## config.mk

```make
export PLATFORM = sky130hd
export DESIGN_NAME = eoi_ctrl
export DESIGN_NICKNAME = d
export VERILOG_FILES = /design/src/rtl/core/eoi_pkg.sv /design/src/rtl/core/eoi_ctrl.sv
export SDC_FILE = /design/constraint.sdc
export NUM_CORES = 1
export LEC_CHECK = 0
export BUFFER_PORTS_ARGS = -buffer_cell sky130_fd_sc_hd__buf_2
export CAP_MARGIN = 20
export CORE_AREA = 2 2 39 41
export CTS_BUF_LIST = sky130_fd_sc_hd__clkbuf_4 sky130_fd_sc_hd__clkbuf_8
export CTS_CLUSTER_SIZE = 28
export DETAILED_ROUTE_END_ITERATION = 10
export DIE_AREA = 0 0 41 43
export PLACE_DENSITY = 0.4
export SYNTH_ARGS = -nofsm -noshare
export SYNTH_HDL_FRONTEND = slang
export SYNTH_SLANG_ARGS = --single-unit
export TNS_END_PERCENT = 5
```

## constraint.sdc

```tcl
create_clock -name i_clk -period 1.32 [get_ports i_clk]
set_input_delay 0.132 -clock i_clk [delete_from_list [all_inputs] [get_ports i_clk]]
set_output_delay 0.132 -clock i_clk [all_outputs]
set_load 0.005 [all_outputs]
```

## src/rtl/core/eoi_pkg.sv

```systemverilog
// Shared types, constants and the CORDIC angle table for the odometry integrator.
// No dependencies; used by every module in rtl/core.
package eoi_pkg;

    localparam int POS_W            = 48;
    localparam int DPT_W            = 16;
    localparam int HEAD_W           = 16;
    localparam int COUNT_WIDTH_DEF  = 32;
    localparam int CORDIC_STEPS_DEF = 16;
    localparam int ATAN_DEPTH       = 24;

    localparam logic [DPT_W-1:0] DPT_RESET = 16'd2941;

    localparam logic CMD_EDGE   = 1'b0;
    localparam logic CMD_UPDATE = 1'b1;
    localparam logic DIR_FWD    = 1'b1;

    typedef struct packed {
        logic              command;
        logic [1:0]        encoder_index;
        logic              direction;
        logic [HEAD_W-1:0] heading;
    } t_eoi_in;

    typedef struct packed {
        logic signed [POS_W-1:0] x_position;
        logic signed [POS_W-1:0] y_position;
    } t_eoi_out;

    typedef struct packed {
        logic edge_step;
        logic capture;
        logic rot_step;
        logic trig_load;
        logic scale_load;
        logic mul_step;
        logic commit;
    } t_eoi_cmd;

    typedef struct packed {
        logic rot_done;
        logic mul_done;
    } t_eoi_sts;

    localparam logic [31:0] ATAN_UNITS [ATAN_DEPTH] = '{
        32'h20000000, 32'h12E4051E, 32'h09FB385B, 32'h051111D4, 32'h028B0D43, 32'h0145D7E1,
        32'h00A2F61E, 32'h00517C55, 32'h0028BE53, 32'h00145F2F, 32'h000A2F98, 32'h000517CC,
        32'h00028BE6, 32'h000145F3, 32'h0000A2FA, 32'h0000517D, 32'h000028BE, 32'h0000145F,
        32'h00000A30, 32'h00000518, 32'h0000028C, 32'h00000146, 32'h000000A3, 32'h00000051
    };

    function automatic logic [31:0] atan_lookup(input logic [4:0] idx);
        logic [4:0] k;
        k = (idx > 5'd23) ? 5'd23 : idx;
        return ATAN_UNITS[k];
    endfunction

endpackage

```

## src/rtl/core/eoi_ctrl.sv

```systemverilog
// Sequencing state machine for the odometry integrator.
// Depends on eoi_pkg; drives the command struct of eoi_datapath.
module eoi_ctrl
    import eoi_pkg::*;
(
    input  logic     i_clk,
    input  logic     i_rst_n,
    input  logic     i_in_valid,
    input  logic     i_in_command,
    output logic     o_in_ready,
    output logic     o_out_valid,
    input  logic     i_out_ready,
    input  t_eoi_sts i_sts,
    output t_eoi_cmd o_cmd
);

    typedef enum logic [2:0] {
        S_IDLE,
        S_ROT,
        S_TRIG,
        S_SCALE,
        S_MUL,
        S_ACC
    } t_state;

    t_state   r_state;
    t_state   n_state;
    logic     r_out_valid;
    logic     in_accept;
    logic     out_free;
    t_eoi_cmd cmd;

    assign in_accept = i_in_valid && (r_state == S_IDLE);
    assign out_free  = !r_out_valid || i_out_ready;

    always_comb begin
        n_state = r_state;
        cmd     = '0;
        unique case (r_state)
            S_IDLE: begin
                if (in_accept) begin
                    if (i_in_command == CMD_UPDATE) begin
                        cmd.capture = 1'b1;
                        n_state     = S_ROT;
                    end else begin
                        cmd.edge_step = 1'b1;
                    end
                end
            end
            S_ROT: begin
                cmd.rot_step = 1'b1;
                if (i_sts.rot_done) begin
                    n_state = S_TRIG;
                end
            end
            S_TRIG: begin
                cmd.trig_load = 1'b1;
                n_state       = S_SCALE;
            end
            S_SCALE: begin
                cmd.scale_load = 1'b1;
                n_state        = S_MUL;
            end
            S_MUL: begin
                cmd.mul_step = 1'b1;
                if (i_sts.mul_done) begin
                    n_state = S_ACC;
                end
            end
            S_ACC: begin
                if (out_free) begin
                    cmd.commit = 1'b1;
                    n_state    = S_IDLE;
                end
            end
            default: begin
                n_state = S_IDLE;
            end
        endcase
    end

    always_ff @(posedge i_clk) begin
        if (!i_rst_n) begin
            r_state     <= S_IDLE;
            r_out_valid <= 1'b0;
        end else begin
            r_state <= n_state;
            if (cmd.commit) begin
                r_out_valid <= 1'b1;
            end else if (i_out_ready) begin
                r_out_valid <= 1'b0;
            end
        end
    end

    assign o_in_ready  = (r_state == S_IDLE);
    assign o_out_valid = r_out_valid;
    assign o_cmd       = cmd;

endmodule

```

# Word level (Yosys, flattened, before mapping)
# Cells that the tools add are included.
dict set report totals {
  rom_bits 0
  latchBits 0
  word_cells 36
  in_bits 7
  ram_bits 0
  out_inout_bits 9
  mem_count 0
  register_bits 4
}
dict set report op_classes {
  shift 0
  n_mux 18
  div_mod_pow 0
  add_sub_neg 0
  n_mul 0
  eq_ne 10
  n_reduce_logical 6
  bitwise_logic 0
  n_lt_le_gt_ge 0
}
# operator count
set ops {}
lappend ops {{one-hot mux 3 bit (6 select lines)} 1}
lappend ops {{2-to-1 mux 3 bit} 5}
lappend ops {{2-to-1 mux 1 bit} 10}
lappend ops {{inequality test 2 bit, second input constant} 4}
lappend ops {{== test 3 x 2 -> 1 bit, second input constant} 2}
lappend ops {{== test 3 bit, second input constant} 2}
lappend ops {{AND reduction 5 bit} 1}
lappend ops {{2-to-1 mux 2 bit} 2}
lappend ops {{== test 3 x 1 -> 1 bit, second input constant} 1}
lappend ops {{logical NOT 3 bit} 1}
lappend ops {{inequality test 2 x 1 -> 1 bit, second input constant} 1}
lappend ops {{nonzero test 2 bit} 1}
lappend ops {{logical AND 1 bit} 1}
lappend ops {{logical NOT 1 bit} 1}
lappend ops {{logical OR 1 bit} 1}

# Longest topological paths before layout
dict set report logic_depth {
  word_depth 5
  ltp_mapped 4
  ltp_nobuf 3
}

# Worst setup path after synthesis
# OpenSTA, ideal clock, no wires.
dict set report synth_timing {
  path_type {register to register}
  startpoint {reg r_state[2]}
  endpoint {reg r_state[0]}
  setup_slack_ns 0.217
  required_ns 1.204
  setup_ns 0.116
  synth_period_minus_slack_ns 1.103
  arrival_ns 0.987
  stages_incl_launch_ff 5
  n_path_buf 1
  cell_sequence {dfxtp_1 buf_6 a211o_1 a2bb2oi_1 o211a_1}
}
dict set report synth_between {
  elab_chain_len 4
  elab_cells_between_ends 14
  classes_between {eq/ne: 10; mux: 1; reduce/logical: 3}
}
# element line_no
set synth_rtl {}
lappend synth_rtl {{start: declaration} eoi_ctrl.sv:26} ;# t_state r_state;
lappend synth_rtl {{start signal: assignment} eoi_ctrl.sv:87} ;# r_state <= n_state;
lappend synth_rtl {{logical NOT 3 bit} {eoi_ctrl.sv:33, eoi_ctrl.sv:39}}
lappend synth_rtl {{logical AND 1 bit} eoi_ctrl.sv:33} ;# assign in_accept = i_in_valid && (r_state == S_IDLE);
lappend synth_rtl {{inequality test 2 x 1 -> 1 bit (no line)} n/a}
lappend synth_rtl {{AND reduction 5 bit (no line)} n/a}
# Several ways; a longest one is shown, not always the timed one.
# A chain may end at the register's enable or synchronous reset.

==> impl_metrics.env <==
export IMPL_status="finished, final reports clean"
export IMPL_die_w_um=41
export IMPL_grt_pass1_wl_um=855
export IMPL_layout_cells_non_filler=66
export IMPL_initial_core_util=0.1908
export IMPL_final_hold_viol_count=0
export IMPL_dp_cells=63
export IMPL_insertion_delay_ns=0.23
export IMPL_synth_top_area_frac=0.3033
export IMPL_syn_area_per_cell_um2=8.250
export IMPL_rsz0062_at_grt="yes"
export IMPL_whs_path_depth=2
export IMPL_multiInputGateArea_um2=173.9
export IMPL_placed_area_um2=357.8
export IMPL_final_common_cell="buf_2"
export IMPL_tns_ns=0
export IMPL_dpl_hpwl_um=479.5
export IMPL_rows=14
export IMPL_grt_start_max_net_pins=10
export IMPL_vias=290
export IMPL_place_gp_congestion=0.6348
export IMPL_io_pins=16
export IMPL_antenna_found_initial=0
export IMPL_p_leak_nw=0.2093
export IMPL_min_period_ns=1.235
export IMPL_die_h_um=43
export IMPL_cts_sinks=4
export IMPL_max_clock_freq_ghz=0.8094
export IMPL_cp_slowest_cell="dfxtp_2"
export IMPL_design_area_um2=389.1
export IMPL_area_growth_pct=47.39
export IMPL_root_buffer="clkbuf_4"
export IMPL_slowest_delay_ns=0.33
export IMPL_drt_iter0_drc=1
export IMPL_dp_slack_ns=0.2547
export IMPL_ys_seq_area_frac=0.3033
export IMPL_avgRoutedWirePerCell_um=9.212
export IMPL_ir_worst_vdd_mv=0.4966
export IMPL_path_class="flop to output pin"
export IMPL_drv_cap=0
export IMPL_hold_slack_ns=0.1645
export IMPL_clk_pin_slew_worst_paths_ns=0.03
export IMPL_clockBufferDepth=2
export IMPL_ant_nets=0
export IMPL_syn_area_um2=264.0
export IMPL_synth_nets=39
export IMPL_slew_violations=0
export IMPL_setup_worst_path_start_class="flop"
export IMPL_port_buffers=15
export IMPL_ys_top_cells_by_area="dfxtp_1, nand2b_1, nand3b_1"
export IMPL_cts_htree_levels=1
export IMPL_cp_arrival_ns=1.10
export IMPL_critical_path_depth=4
export IMPL_final_nets=59
export IMPL_maxSlewHeadroom=0.8011
export IMPL_core_area_um2=1384
export IMPL_fin_worst_skew_ns=0.002844
export IMPL_layout_common_cells="buf_2, nand2b_1, nor2_1, clkbuf_4"
export IMPL_power_density_nw_per_um2=1135
export IMPL_ys_ff_latch=4
export IMPL_period_share=0.9360
export IMPL_cp_top_family="flip-flops"
export IMPL_fill_cells=159
export IMPL_drive_gt1_frac=0.4600
export IMPL_fin_ws_ns=0.08451
export IMPL_hold_class="input pin to flop"
export IMPL_wirelength_um=608
export IMPL_die_area_um2=1763
export IMPL_yosysWarnings=0
export IMPL_grt_pass1_vias=226
export IMPL_overflow=0
export IMPL_crit_chain="buf_4 -> nor3_4 -> and3_1 -> buf_2"
export IMPL_synth_top_cell_by_area="dfxtp_1"
export IMPL_grtUsageTotal=0.07608
export IMPL_n_antenna_cell=0
export IMPL_crit_required_ns=1.19
export IMPL_drc_errors=0
export IMPL_crit_buf_inv=2
export IMPL_synth_cell_types=19
export IMPL_vias_per_cell=4.394
export IMPL_cts_made_buffers=3
export IMPL_crit_fanout=5
export IMPL_setup_worst_path_end_class="output pin"
export IMPL_tightestPinTransition_ns=0.2979
export IMPL_drt_pass1_iterations=4
export IMPL_cts_tree="yes"
export IMPL_rr_worst_depth=3
export IMPL_setup_viol=0
export IMPL_seqCellArea_um2=82.58
export IMPL_netlist_instances=32
[stage by stage]
stage,util,power [W]
5_1_grt,0.2812,0.0004767
3_5_place_dp,0.2586,0.0002865
4_1_cts,0.2749,0.0004432
6_report,0.2812,0.0004416
3_3_place_gp,0.2586,0.0002884
2_1_floorplan,-,0.0002349
[synth_stat cells (all sizes together)]
library cell and n:
nor2 4, dfxtp 4, a21oi 2, a21boi 1, and3 1, nor3b 1
nor2b 1, nor3 1, o21a 1, nand2 2, a2bb2oi 1, a211o 1
nand3b 2, and3b 1, o211a 1, buf 2, o211ai 1, nand2b 5
[flip-flops by register name, indices dropped and copies added (netlist names)]
signal	count
o_out_valid	1
r_state	3
[cells by family after synthesis]
| kind of cell | Yosys count | synth area share |
|---|---|---|
| AO/OA/AOI/OAI | 8 | 0.2275 |
| buffers and inverters | 2 | 0.06159 |
| flip-flops | 4 | 0.3033 |
| AND/OR/NAND/NOR | 18 | 0.4076 |
[worst reg2reg max path, cell delays in order, from the launching register on]
cell       delay, ns
dfxtp_1         0.38
a211o_1         0.27
a2bb2oi_1       0.13
o211a_1         0.20
[timing repair]
action,in CTS,in global routing
gates resized for setup,0,3
buffers inserted,0,0
setup endpoints to repair,0,4
hold buffers,0,0
endpoints found under the hold margin,0,0
[final cells by class]
type	count	area share
clock buffers	3	0.05788
multi-input cells	26	0.4469
flip-flops and latches	4	0.2122
well taps	16	0.05145
repair buffers	17	0.2315
[where the power goes]
part	leakage, nW	internal [W]	switching [W]
logic	0.162	0.0000831	0.0000533
registers	0.0334	0.000135	0.0000220
clock network	0.0138	0.000101	0.0000468
total	0.209	0.000320	0.000122
[routing by layer]
layer	global-route usage	wire length, um	vias to the layer above
li1	-	-	150
met4	0.08000	0	0
met2	0.09063	238	14
met1	0.08917	287	126
met5	0	0	-
met3	0.03665	82	0
[final timing paths]
check | startpoint | endpoint | slack (ns)
setup / recovery | r_state[2] | o_cmd[5] | 0.08
hold / removal | i_rst_n | r_state[2] | 0.16
setup reg to reg | r_state[1] | r_state[0] | 0.24
hold reg to reg | r_state[0] | r_state[1] | 0.55
No activity file was read; power rests on OpenSTA's default activity.
